<file path="config.mk">
export PLATFORM = sky130hd
export DESIGN_NAME = tspan_div
export DESIGN_NICKNAME = d
export VERILOG_FILES = /design/src/rtl/triangle_scanline_span_core_assert.svh /design/src/rtl/tspan_pkg.sv /design/src/rtl/tspan_div.sv
export SDC_FILE = /design/constraint.sdc
export NUM_CORES = 2
export LEC_CHECK = 0
export ABC_CLOCK_PERIOD_IN_PS = 12250
export BUFFER_PORTS_ARGS = -buffer_cell sky130_fd_sc_hd__buf_2
export CORE_MARGIN = 2
export CORE_UTILIZATION = 50
export DETAILED_ROUTE_END_ITERATION = 7
export PLACE_DENSITY_LB_ADDON = 0.12
export RECOVER_POWER = 25
export SLEW_MARGIN = 20
export SYNTH_ARGS = -nofsm -noshare
export SYNTH_HDL_FRONTEND = slang
export SYNTH_SLANG_ARGS = --single-unit
</file>
<file path="constraint.sdc">
create_clock -name clk -period 12.25 [get_ports clk]
set_input_delay 1.225 -clock clk [delete_from_list [all_inputs] [get_ports clk]]
set_output_delay 1.225 -clock clk [all_outputs]
set_load 0.005 [all_outputs]
</file>
<file path="src/rtl/triangle_scanline_span_core_assert.svh">
// assertion macros shared by the span core rtl
`ifndef TRIANGLE_SCANLINE_SPAN_CORE_ASSERT_SVH
`define TRIANGLE_SCANLINE_SPAN_CORE_ASSERT_SVH

`ifndef SYNTHESIS
`define TSPAN_ASSERT(label, prop) \
  label: assert property (@(posedge clk) disable iff (!rst_n) prop) \
    else $error("tspan assertion failed");
`define TSPAN_ASSERT_NEXT(label, ante, cons) \
  label: assert property (@(posedge clk) disable iff (!rst_n) (ante) |=> (cons)) \
    else $error("tspan assertion failed");
`else
`define TSPAN_ASSERT(label, prop)
`define TSPAN_ASSERT_NEXT(label, ante, cons)
`endif

`endif

</file>
<file path="src/rtl/tspan_pkg.sv">
// shared constants, types and helper functions of the span core
package tspan_pkg;

  localparam int SCREEN_SIZE = 256;
  localparam int FRAC_BITS   = 4;
  localparam int COORD_W     = 12;
  localparam int Y_W         = 13;
  localparam int TOP_Y       = (SCREEN_SIZE - 1) * (1 << FRAC_BITS);
  localparam int ROW_W       = 8;
  localparam int ROWF_W      = ROW_W + FRAC_BITS;
  localparam int COL_W       = 9;
  localparam int COLOR_W     = 24;
  localparam int PROD_W      = 26;
  localparam int NUM_W       = 27;
  localparam int MAG_W       = 26;
  localparam int DEN_W       = 16;
  localparam int DIV_BITS    = 2;
  localparam int DIV_STAGES  = MAG_W / DIV_BITS;
  localparam int CFG_IDX_W   = 3;
  localparam int CFG_DATA_W  = 24;

  typedef enum logic [CFG_IDX_W-1:0] {
    REG_A_X, REG_A_Y, REG_B_X, REG_B_Y, REG_C_X, REG_C_Y, REG_TOP_COLOR, REG_BOT_COLOR
  } cfg_reg_t;

  typedef struct packed {
    logic [COORD_W-1:0]   x;
    logic signed [Y_W-1:0] y;
  } vert_t;

  // sorted geometry, registered from the config
  typedef struct packed {
    vert_t                 a;
    vert_t                 b;
    vert_t                 c;
    logic                  ab_flat;
    logic                  bc_flat;
    logic signed [Y_W-1:0] dx_ab;
    logic signed [Y_W-1:0] dx_ac;
    logic signed [Y_W-1:0] dx_bc;
    logic [COORD_W-1:0]    dy_ab;
    logic [COORD_W-1:0]    dy_ac;
    logic [COORD_W-1:0]    dy_bc;
  } geom_t;

  // edge constant x0*dy - y0*dx per edge
  typedef struct packed {
    logic signed [NUM_W-1:0] k_ab;
    logic signed [NUM_W-1:0] k_ac;
    logic signed [NUM_W-1:0] k_bc;
  } kterm_t;

  typedef struct packed {
    logic [MAG_W-1:0] nq;
    logic [DEN_W-1:0] rem;
    logic [DEN_W-1:0] den;
    logic             neg;
  } div_lane_t;

  typedef struct packed {
    div_lane_t s;
    div_lane_t e;
    logic      covered;
    logic      bottom;
  } div_item_t;

  // two restoring division steps
  function automatic div_lane_t div_step(div_lane_t l);
    div_lane_t      o;
    logic [DEN_W:0] r;
    o = l;
    for (int i = 0; i < DIV_BITS; i++) begin
      r = {o.rem, o.nq[MAG_W-1]};
      o.nq = {o.nq[MAG_W-2:0], 1'b0};
      if (r >= {1'b0, o.den}) begin
        r = r - {1'b0, o.den};
        o.nq[0] = 1'b1;
      end
      o.rem = r[DEN_W-1:0];
    end
    return o;
  endfunction

  function automatic logic row_ge(logic [ROW_W-1:0] row, logic signed [Y_W-1:0] y);
    return (y < 0) || (row >= y[Y_W-2:FRAC_BITS]);
  endfunction

  function automatic logic [COL_W-1:0] clamp_col(logic signed [NUM_W-1:0] v);
    if (v < 0) begin
      return '0;
    end else if (v > NUM_W'(SCREEN_SIZE)) begin
      return COL_W'(SCREEN_SIZE);
    end else begin
      return v[COL_W-1:0];
    end
  endfunction

endpackage

</file>
<file path="src/rtl/tspan_div.sv">
// pipelined two-lane restoring divider, two quotient bits per stage
module tspan_div import tspan_pkg::*; (
  input  logic      clk,
  input  logic      rst_n,
  input  logic      in_valid,
  output logic      in_ready,
  input  div_item_t in_item,
  output logic      out_valid,
  input  logic      out_ready,
  output div_item_t out_item
);

  logic      v_r   [DIV_STAGES];
  div_item_t stg_r [DIV_STAGES];
  logic      en    [DIV_STAGES];

  for (genvar k = 0; k < DIV_STAGES; k++) begin : g_stage
    div_item_t src, nxt;
    logic      src_v;
    if (k == 0) begin : g_first
      assign src   = in_item;
      assign src_v = in_valid;
    end else begin : g_rest
      assign src   = stg_r[k-1];
      assign src_v = v_r[k-1];
    end
    if (k == DIV_STAGES - 1) begin : g_last
      assign en[k] = !v_r[k] || out_ready;
    end else begin : g_mid
      assign en[k] = !v_r[k] || en[k+1];
    end

    always_comb begin
      nxt   = src;
      nxt.s = div_step(src.s);
      nxt.e = div_step(src.e);
    end

    always_ff @(posedge clk) begin
      if (!rst_n) begin
        v_r[k] <= 1'b0;
      end else if (en[k]) begin
        v_r[k] <= src_v;
      end
    end

    always_ff @(posedge clk) begin
      if (en[k]) begin
        stg_r[k] <= nxt;
      end
    end
  end

  assign in_ready  = en[0];
  assign out_valid = v_r[DIV_STAGES-1];
  assign out_item  = stg_r[DIV_STAGES-1];

endmodule

</file>
==> impl_metrics.csv <==
group,metric,value,unit
die,pin_count,246,
timing,drv_slew,0,
detailed_routing,vias_per_cell,5.67,
timing,fin_crit,6920,ps
detailed_routing,drt_iter0_drc,3425,
setup_path,r2r-start,"stg_r[1][63]$_DFFE_PP_",
finish,utilization,0.558,
timing,rsz0062_at_grt,"no",
global_route,use_met3,0.0273,
global_route,grt_overflow,0,
timing,max_freq,145,MHz
die,start_util,0.503,
finish,area_growth,10.8,%
worst_hold_path,worstHoldPathType,"reg -> reg",
setup_path,crit_slowest_cell,"a211oi_1",
setup_path,slowest_delay,650,ps
placement,gp_congestion,0.952,
setup_path,startpoint_type,"flop",
die,fp.dieW,439,um
timing,final.setup.tns,0,ps
clocking,clkSinkCount,1573,
synthesis,syn_inst,8118,
finish,final_common_cell,"edfxtp_1",
clocking,cts_resized,0,
global_route,antenna_found_initial,11,
synthesis,synth-edff-count,1572,
clocking,cts.reportedPaths.clkPinSlew,60,ps
synthesis,syn_avg_cell_area,11.6,um^2
clocking,htreeDepth,4,
clocking,cts_max_path_buffers,3,
setup_path,setup.worst_path.end_class,"flop",
placement,hpwl,171000,um
setup_path,cp-endpoint,"stg_r[1][206]$_DFFE_PP_",
timing,worst_pin_slew,1020,ps
setup_path,critPathKind,"reg -> reg",
setup_path,rr_worst_depth,22,
timing,whs,375,ps
clocking,hold_buffers,0,
timing,hold_viol,0,
finish,layout-drive-gt1-share,0.132,
timing,slew-limit-headroom,0.320,
finish,regArea,0.0472,mm^2
global_route,grt_usage,0.225,
timing,fin_skew,55.5,ps
detailed_routing,num_vias,63018,
setup_path,crit_required,12790,ps
timing,period_share,0.565,
global_route,grt_start_max_net_pins,72,
setup_path,critPathLaunch,"stg_r[1][63]$_DFFE_PP_",
finish,final_cell_area,0.105,mm^2
job,max_cap_violations,0,
die,rows,159,
synthesis,async_flop_share,0,
finish,nFillCells,15801,
die,die_area,0.192,mm^2
placement,placed_area,0.0988,mm^2
global_route,grt_pass1_vias,63844,
detailed_routing,drcViolationCount,1,
global_route,grt_pass1_wl,345000,um
placement,port_buffers,245,
global_route,top_usage_layer,"met2",
clocking,cts_tree,"yes",
clocking,clk_latency,830,ps
setup_path,timing.rr.end,"stg_r[1][206]$_DFFE_PP_",
setup_path,worstPathMaxFanout,16,
synthesis,netlist_area,0.0944,mm^2
clocking,cts_setup_buffers,0,
finish,multiInputGateArea,0.0441,mm^2
detailed_routing,routed_wirelength,219000,um
finish,layout_common_cells,"1,572 x edfxtp_1, 832 x ha_1, 695 x inv_1",
timing,setup_viol,0,
die,die_h,439,um
setup_path,rrSetupSlack,5330,ps
synthesis,synth-seq-area-share,0.500,
detailed_routing,wl_per_cell,19.7,um
die,core,0.188,mm^2
synthesis,synth_top_flop_cell,"edfxtp_1",
run_status,violations,"DRC",
synthesis,ys_seq_elements,1573,
detailed_routing,drtAntennaViolNets,0,
setup_path,path_cells,"inv_1 -> ha_1 -> nor2b_1 -> o31a_1 -> nor3_1 -> o21ai_1 -> a31oi_1 -> a22o_1 -> inv_2 -> mux2_2 -> ha_1 -> a21oi_1 -> o21ai_0 -> a211oi_1 -> o21ai_0 -> nor3_1 -> nor2_1 -> a211oi_1 -> buf_4 -> or2_2 -> inv_1 -> a221o_1",
global_route,gr-usage-met2,0.403,
detailed_routing,drt_first_pass_iters,8,
finish,layout.nets,9489,
setup_path,worst_ep_arrival_time,7460,ps
worst_hold_path,hold_path.startpoint,"stg_r[0][241]$_DFFE_PP_",
run_status,outcome,"finished, violations left",
global_route,met1_usage,0.276,
synthesis,ys.warnings.count,0,
clocking,cts_made_buffers,172,
synthesis,ys_types,106,
clocking,ctsRootBufferMaster,"clkbuf_16",
synthesis,syn_nets,9126,
[through the flow]
stage	setup WS, ps	std cells
final	5330	11123
after floorplan	3410	8118
after CTS	5350	11121
after global placement	4850	10802
after global routing	4690	11123
after detailed placement	4610	10802
[synth_stat cells, drive strengths merged, types with 33 or more instances]
cell | number | share of area
nor2b | 95 | 0.0063
nand4 | 112 | 0.0074
and3 | 58 | 0.0038
a21o | 210 | 0.017
and2 | 33 | 0.0022
nand3 | 111 | 0.0059
edfxtp | 1572 | 0.50
clkbuf | 65 | 0.0026
o21a | 132 | 0.010
a211oi | 62 | 0.0054
o31ai | 57 | 0.0050
nor3 | 141 | 0.0075
mux2 | 488 | 0.058
a21oi | 585 | 0.031
nand2b | 87 | 0.0058
fa | 52 | 0.011
o211ai | 34 | 0.0027
mux2i | 46 | 0.0049
o31a | 34 | 0.0032
nor2 | 466 | 0.019
o21bai | 87 | 0.0069
buf | 43 | 0.0025
nand2 | 456 | 0.018
o21ai | 426 | 0.023
xnor2 | 445 | 0.041
xor2 | 192 | 0.018
a31oi | 55 | 0.0037
ha | 832 | 0.11
inv | 707 | 0.028
[worst max-delay path, delay by kind of cell (launching register included)]
family / cells / cell delay [ps]
multiplexers: 1 / 340
adder cells (fa/ha/maj): 2 / 610
AND/OR/NAND/NOR: 5 / 1090
flip-flops: 1 / 400
AO/OA/AOI/OAI: 10 / 3210
buffers and inverters: 4 / 970
[per-layer routing]
| metal | vias up | routed length [um] | part of all wire |
|---|---|---|---|
| li1 | 31100 | - | - |
| met1 | 30292 | 93500 | 0.43 |
| met2 | 1208 | 109000 | 0.50 |
| met3 | 410 | 7400 | 0.034 |
| met4 | 8 | 8860 | 0.040 |
| met5 | - | 49 | 0.00022 |
[worst min-delay path by stage]
stage | endpoint | slack (ps) | cells after the start
finish | stg_r[0][361]$_DFFE_PP_ | 370 | 0
floorplan | stg_r[0][120]$_DFFE_PP_ | 400 | 0
global route | stg_r[0][294]$_DFFE_PP_ | 380 | 0
detailed placement | stg_r[0][160]$_DFFE_PP_ | 400 | 0
CTS | stg_r[0][361]$_DFFE_PP_ | 360 | 0
global placement | stg_r[0][283]$_DFFE_PP_ | 400 | 0
[area by class of cell]
cell class,count,share of cell area
antenna,2,0.0000479
clock buffer,210,0.0428
sequential,1573,0.452
inverter,708,0.0257
clock inverter,109,0.0125
tap,2495,0.0298
multi-input combinational,5729,0.422
timing repair buffer,297,0.0154
[cells by family after synthesis]
kind of cell | count (synthesis) | share of synthesized area
buffers and inverters | 816 | 0.0333
AOI/OAI and AO/OA | 1989 | 0.138
and+or+nand+nor | 1685 | 0.0853
adders and majority gates | 884 | 0.121
xor gates and xnor gates | 637 | 0.0591
muxes | 534 | 0.0631
DFF | 1573 | 0.500
[state kept, by name, summed over array words and instances, names as in the netlist]
name and cells:
stg_r 1560, v_r 13
Power is left out: the tool's default activity adds up to more than one toggle a clock period on the data nets, which glitch-free logic cannot reach.
