### src/rtl/triangle_scanline_span_core_assert.svh
// assertion macros shared by the span core rtl
`ifndef TRIANGLE_SCANLINE_SPAN_CORE_ASSERT_SVH
`define TRIANGLE_SCANLINE_SPAN_CORE_ASSERT_SVH

`ifndef SYNTHESIS
`define TSPAN_ASSERT(label, prop) \
  label: assert property (@(posedge clk) disable iff (!rst_n) prop) \
    else $error("tspan assertion failed");
`define TSPAN_ASSERT_NEXT(label, ante, cons) \
  label: assert property (@(posedge clk) disable iff (!rst_n) (ante) |=> (cons)) \
    else $error("tspan assertion failed");
`else
`define TSPAN_ASSERT(label, prop)
`define TSPAN_ASSERT_NEXT(label, ante, cons)
`endif

`endif

### src/rtl/tspan_pkg.sv
// shared constants, types and helper functions of the span core
package tspan_pkg;

  localparam int SCREEN_SIZE = 256;
  localparam int FRAC_BITS   = 4;
  localparam int COORD_W     = 12;
  localparam int Y_W         = 13;
  localparam int TOP_Y       = (SCREEN_SIZE - 1) * (1 << FRAC_BITS);
  localparam int ROW_W       = 8;
  localparam int ROWF_W      = ROW_W + FRAC_BITS;
  localparam int COL_W       = 9;
  localparam int COLOR_W     = 24;
  localparam int PROD_W      = 26;
  localparam int NUM_W       = 27;
  localparam int MAG_W       = 26;
  localparam int DEN_W       = 16;
  localparam int DIV_BITS    = 2;
  localparam int DIV_STAGES  = MAG_W / DIV_BITS;
  localparam int CFG_IDX_W   = 3;
  localparam int CFG_DATA_W  = 24;

  typedef enum logic [CFG_IDX_W-1:0] {
    REG_A_X, REG_A_Y, REG_B_X, REG_B_Y, REG_C_X, REG_C_Y, REG_TOP_COLOR, REG_BOT_COLOR
  } cfg_reg_t;

  typedef struct packed {
    logic [COORD_W-1:0]   x;
    logic signed [Y_W-1:0] y;
  } vert_t;

  // sorted geometry, registered from the config
  typedef struct packed {
    vert_t                 a;
    vert_t                 b;
    vert_t                 c;
    logic                  ab_flat;
    logic                  bc_flat;
    logic signed [Y_W-1:0] dx_ab;
    logic signed [Y_W-1:0] dx_ac;
    logic signed [Y_W-1:0] dx_bc;
    logic [COORD_W-1:0]    dy_ab;
    logic [COORD_W-1:0]    dy_ac;
    logic [COORD_W-1:0]    dy_bc;
  } geom_t;

  // edge constant x0*dy - y0*dx per edge
  typedef struct packed {
    logic signed [NUM_W-1:0] k_ab;
    logic signed [NUM_W-1:0] k_ac;
    logic signed [NUM_W-1:0] k_bc;
  } kterm_t;

  typedef struct packed {
    logic [MAG_W-1:0] nq;
    logic [DEN_W-1:0] rem;
    logic [DEN_W-1:0] den;
    logic             neg;
  } div_lane_t;

  typedef struct packed {
    div_lane_t s;
    div_lane_t e;
    logic      covered;
    logic      bottom;
  } div_item_t;

  // two restoring division steps
  function automatic div_lane_t div_step(div_lane_t l);
    div_lane_t      o;
    logic [DEN_W:0] r;
    o = l;
    for (int i = 0; i < DIV_BITS; i++) begin
      r = {o.rem, o.nq[MAG_W-1]};
      o.nq = {o.nq[MAG_W-2:0], 1'b0};
      if (r >= {1'b0, o.den}) begin
        r = r - {1'b0, o.den};
        o.nq[0] = 1'b1;
      end
      o.rem = r[DEN_W-1:0];
    end
    return o;
  endfunction

  function automatic logic row_ge(logic [ROW_W-1:0] row, logic signed [Y_W-1:0] y);
    return (y < 0) || (row >= y[Y_W-2:FRAC_BITS]);
  endfunction

  function automatic logic [COL_W-1:0] clamp_col(logic signed [NUM_W-1:0] v);
    if (v < 0) begin
      return '0;
    end else if (v > NUM_W'(SCREEN_SIZE)) begin
      return COL_W'(SCREEN_SIZE);
    end else begin
      return v[COL_W-1:0];
    end
  endfunction

endpackage

### src/rtl/tspan_setup.sv
// config registers, vertex sort and per-edge constants
module tspan_setup import tspan_pkg::*; (
  input  logic                  clk,
  input  logic                  rst_n,
  input  logic                  cfg_we,
  input  logic [CFG_IDX_W-1:0]  cfg_addr,
  input  logic [CFG_DATA_W-1:0] cfg_wdata,
  output geom_t                 geom,
  output kterm_t                kterm,
  output logic [COLOR_W-1:0]    top_color,
  output logic [COLOR_W-1:0]    bot_color
);

  logic [COORD_W-1:0] ax_r, ay_r, bx_r, by_r, cx_r, cy_r;
  logic [COLOR_W-1:0] top_color_r, bot_color_r;
  geom_t  geom_r, geom_nxt;
  kterm_t kterm_r, kterm_nxt;

  always_ff @(posedge clk) begin
    if (!rst_n) begin
      ax_r        <= COORD_W'(3019);
      ay_r        <= COORD_W'(2115);
      bx_r        <= COORD_W'(1630);
      by_r        <= COORD_W'(3845);
      cx_r        <= COORD_W'(936);
      cy_r        <= COORD_W'(622);
      top_color_r <= COLOR_W'(255);
      bot_color_r <= COLOR_W'(65280);
    end else if (cfg_we) begin
      unique case (cfg_reg_t'(cfg_addr))
        REG_A_X:       ax_r        <= cfg_wdata[COORD_W-1:0];
        REG_A_Y:       ay_r        <= cfg_wdata[COORD_W-1:0];
        REG_B_X:       bx_r        <= cfg_wdata[COORD_W-1:0];
        REG_B_Y:       by_r        <= cfg_wdata[COORD_W-1:0];
        REG_C_X:       cx_r        <= cfg_wdata[COORD_W-1:0];
        REG_C_Y:       cy_r        <= cfg_wdata[COORD_W-1:0];
        REG_TOP_COLOR: top_color_r <= cfg_wdata[COLOR_W-1:0];
        REG_BOT_COLOR: bot_color_r <= cfg_wdata[COLOR_W-1:0];
        default: ;
      endcase
    end
  end

  // flip y and sort top to bottom
  always_comb begin
    vert_t a, b, c, t;
    t   = '0;
    a.x = ax_r; a.y = Y_W'(TOP_Y) - {1'b0, ay_r};
    b.x = bx_r; b.y = Y_W'(TOP_Y) - {1'b0, by_r};
    c.x = cx_r; c.y = Y_W'(TOP_Y) - {1'b0, cy_r};
    if (a.y > b.y) begin t = a; a = b; b = t; end
    if (b.y > c.y) begin t = b; b = c; c = t; end
    if (a.y > b.y) begin t = a; a = b; b = t; end
    geom_nxt.a       = a;
    geom_nxt.b       = b;
    geom_nxt.c       = c;
    geom_nxt.ab_flat = (a.y == b.y);
    geom_nxt.bc_flat = (b.y == c.y);
    geom_nxt.dx_ab   = {1'b0, b.x} - {1'b0, a.x};
    geom_nxt.dx_ac   = {1'b0, c.x} - {1'b0, a.x};
    geom_nxt.dx_bc   = {1'b0, c.x} - {1'b0, b.x};
    geom_nxt.dy_ab   = COORD_W'(b.y - a.y);
    geom_nxt.dy_ac   = COORD_W'(c.y - a.y);
    geom_nxt.dy_bc   = COORD_W'(c.y - b.y);
  end

  function automatic logic signed [NUM_W-1:0] edge_k(vert_t p, logic [COORD_W-1:0] dy,
                                                     logic signed [Y_W-1:0] dx);
    logic signed [PROD_W-1:0] m0, m1;
    m0 = $signed({1'b0, p.x}) * $signed({1'b0, dy});
    m1 = p.y * dx;
    return NUM_W'(m0) - NUM_W'(m1);
  endfunction

  always_comb begin
    kterm_nxt.k_ab = edge_k(geom_r.a, geom_r.dy_ab, geom_r.dx_ab);
    kterm_nxt.k_ac = edge_k(geom_r.a, geom_r.dy_ac, geom_r.dx_ac);
    kterm_nxt.k_bc = edge_k(geom_r.b, geom_r.dy_bc, geom_r.dx_bc);
  end

  always_ff @(posedge clk) begin
    geom_r  <= geom_nxt;
    kterm_r <= kterm_nxt;
  end

  assign geom      = geom_r;
  assign kterm     = kterm_r;
  assign top_color = top_color_r;
  assign bot_color = bot_color_r;

endmodule

### config.mk
export PLATFORM = sky130hd
export DESIGN_NAME = tspan_setup
export DESIGN_NICKNAME = d
export VERILOG_FILES = /design/src/rtl/triangle_scanline_span_core_assert.svh /design/src/rtl/tspan_pkg.sv /design/src/rtl/tspan_setup.sv
export SDC_FILE = /design/constraint.sdc
export NUM_CORES = 2
export LEC_CHECK = 0
export BUFFER_PORTS_ARGS = -buffer_cell sky130_fd_sc_hd__buf_2
export CAP_MARGIN = 15
export CORE_MARGIN = 2
export CORE_UTILIZATION = 45
export CTS_BUF_LIST = sky130_fd_sc_hd__clkbuf_8
export DETAILED_ROUTE_END_ITERATION = 12
export SYNTH_ARGS = -nofsm -noshare
export SYNTH_HDL_FRONTEND = slang
export SYNTH_SLANG_ARGS = --single-unit
### constraint.sdc
create_clock -name clk -period 13.8 [get_ports clk]
set_clock_uncertainty 0.2 [all_clocks]
set_input_delay 2.76 -clock clk [delete_from_list [all_inputs] [get_ports clk]]
set_output_delay 2.76 -clock clk [all_outputs]
set_load 0.05 [all_outputs]
==> flow_summary.toml <==
[grt]
grt_pass1_wl_um = 235000
grt_pass1_vias = 41500
grt_usage_pct = 25.1
grt_max_degree = 121
grt-ovfl-total = 0
met1_usage_pct = 34.2
met3_usage_pct = 4.50
busiest_layer = "met2"
met2_usage_pct = 40.8
antenna_found_initial = 11

[drt]
drt_iter0_markers = 2245
detail-route-antenna-nets = 0
firstDrtPassIters = 5
routedWlPerCell_um = 18.9
viasPerCell = 5.12
wl_um = 147000
drc_errors = 0
vias = 39800

[die]
fp.dieH_um = 346
die_w_um = 346
rows = 125
coreArea_mm2 = 0.116
initial_utilization_pct = 45.3
ios = 311
dieArea_mm2 = 0.120

[synth]
ys_warn_count = 0
async_reset_ff_share_pct = 0
synth_cells = 5972
ys.flop_type = "dfxtp_1"
synth.largest_area_cell = "fa_1"
synth.net_count = 7368
synthMostInstantiatedCell = "inv_1"
synthTopCellsByArea = "fa_1 (35%), dfxtp_1 (13%), ha_1 (11%)"
syn_avg_cell_area_um2 = 8.81
synth-edff-count = 0
yosysTopAreaCellShare_pct = 34.5
syn-cell-area_mm2 = 0.0526
ys_seq_area_share_pct = 13.4
synthTopCellsByCount = "inv_1 (1276), fa_1 (907), nand2_1 (769), and2_1 (513), ha_1 (459)"
synth_cell_types = 94
ys_ff_latch = 353

[flow_run]
cap_viol_max_count = 0

[sta]
rsz0062_at_grt = "false"
tightestPinTransition_ps = 1140
slew_viol_final = 0
final.period_utilization_pct = 91.6
timing.slew.headroom_pct = 23.4
layout_min_cycle_time_ps = 12640
max_clock_freq_mhz = 79.1
setup_viol = 0
hold_viol = 0
tns_ps = 0

[hold_path]
hp-class = "flip-flop to flip-flop"

[clock_tree]
cts.htree.levels = 3
cts_buffers = 72
cts_resized = 0
cts_buffer_depth = 3
clock-sinks = 353
insertion_delay_ps = 780
cts_tree = "done"
post_cts.repair.setup_buffers = 0
ctsHoldBuffers = 0
clk_pin_slew_worst_paths_ps = 70
cts_root_buf = "clkbuf_8"

[setup_path]
crit_path_max_fanout = 21
start_kind = "flip-flop"
cp.required_ps = 14240
max_stage_delay_ps = 660
cp.arrival_ps = 13080
cpMaxStageDelayCell = "o21a_1"
crit_type = "flip-flop to flip-flop"
cp-end-kind = "flip-flop"
critPathMostFrequentCell = "ha_1"

[placed_design]
port_buffers = 310
dp.cells = 7637
dp_hpwl_um = 119000
placed_area_mm2 = 0.0556
gp_congestion = 0.898

[final_layout]
area_growth_pct = 8.85
design_area_mm2 = 0.0572
finalNonFillerCells = 7776
nets = 7583
drive_gt1_share_pct = 9.08

[run_status]
status = "complete, no violations"
-- cells in the final DEF (no fill, tap or decap), drive strengths merged, types with 10 or more instances in the layout --
cell	Yosys	final
inv	1283	1302
fa	907	907
nand2	769	769
and2	513	513
ha	459	459
buf	18	372
dfxtp	353	353
a21oi	213	213
xnor2	210	210
nor2	186	186
clkbuf	213	90
nand3	84	84
o21bai	84	84
o21ai	81	81
a21boi	75	75
nor2b	53	53
nor3	47	47
xor2	46	46
a21o	45	45
o211ai	33	33
maj3	22	22
a211oi	21	21
clkinv	2	19
mux2i	17	17
a31oi	16	16
o21a	15	15
nand2b	15	15
or3	12	12
nand4	12	12
o22ai	11	11
and3	10	10
a211o	10	10
mux2	10	10
-- worst paths after layout --
path	from	to	slack (ps)	depth (start not counted)
max	by_r[0]	geom[11]	1160	44
min reg2reg	top_color[0]	top_color[0]	260	2
max reg2reg	by_r[0]	geom[11]	1160	44
min	top_color[0]	top_color[0]	260	2
-- cells by family (layout without fill, tap and decap cells) --
logic type | Yosys count | in the layout | synth area share [%]
xor gates and xnor gates | 256 | 256 | 4.28
buffers and inverters | 1516 | 1789 | 10.9
and+or+nand+nor | 1732 | 1732 | 15.9
AOI/OAI and AO/OA | 700 | 700 | 8.99
adders and majority gates | 1388 | 1388 | 45.9
DFF | 353 | 353 | 13.4
muxes | 27 | 27 | 0.569
other | 0 | 7 | 0
-- sequential cells by signal, summed over array words and instances, names as in the netlist --
register and flops:
top_color 24, cx_r 12, cy_r 12, bot_color 24, by_r 12, ax_r 12, kterm 81, bx_r 12
ay_r 12, geom 152
-- per-stage QoR --
stage | utilization, % | hold WS, ps | worst slack [ps]
4_1_cts | 49.3 | 267 | 1370
2_1_floorplan | - | 243 | 1160
3_5_place_dp | 47.9 | 250 | 1360
3_3_place_gp | 47.9 | 248 | 1710
6_report | 49.3 | 260 | 1160
5_1_grt | 49.3 | 291 | 158
-- metal layers --
metal  routed length (um)  vias to the layer above  part of all wire [%]
li1                     -                    18700                     -
met1                66500                    19900                    45
met2                67800                     1037                    46
met3                 8850                      207                   6.0
met4                 4080                        4                   2.8
met5                   27                        -                 0.018
-- critical path, delay by kind of cell (launching register included) --
family                     cells  cell delay, ps
AOI/OAI and AO/OA             24            6940
DFF                            1             340
adders and majority gates      6            1900
buffers and inverters          6            1300
xor gates and xnor gates       1             270
and+or+nand+nor                7            1510
-- final cells by class --
class / count / area [um2]
fill: 11200 / 58800
multi-input combinational: 4103 / 39800
sequential: 353 / 7070
inverter: 1285 / 4820
timing repair buffer: 372 / 2020
tap: 1524 / 1910
clock buffer: 90 / 1240
clock inverter: 42 / 380
antenna: 7 / 17.5
Power is not shown: default switching activity piles up to over one toggle a cycle in this logic, so the estimate is an artifact.
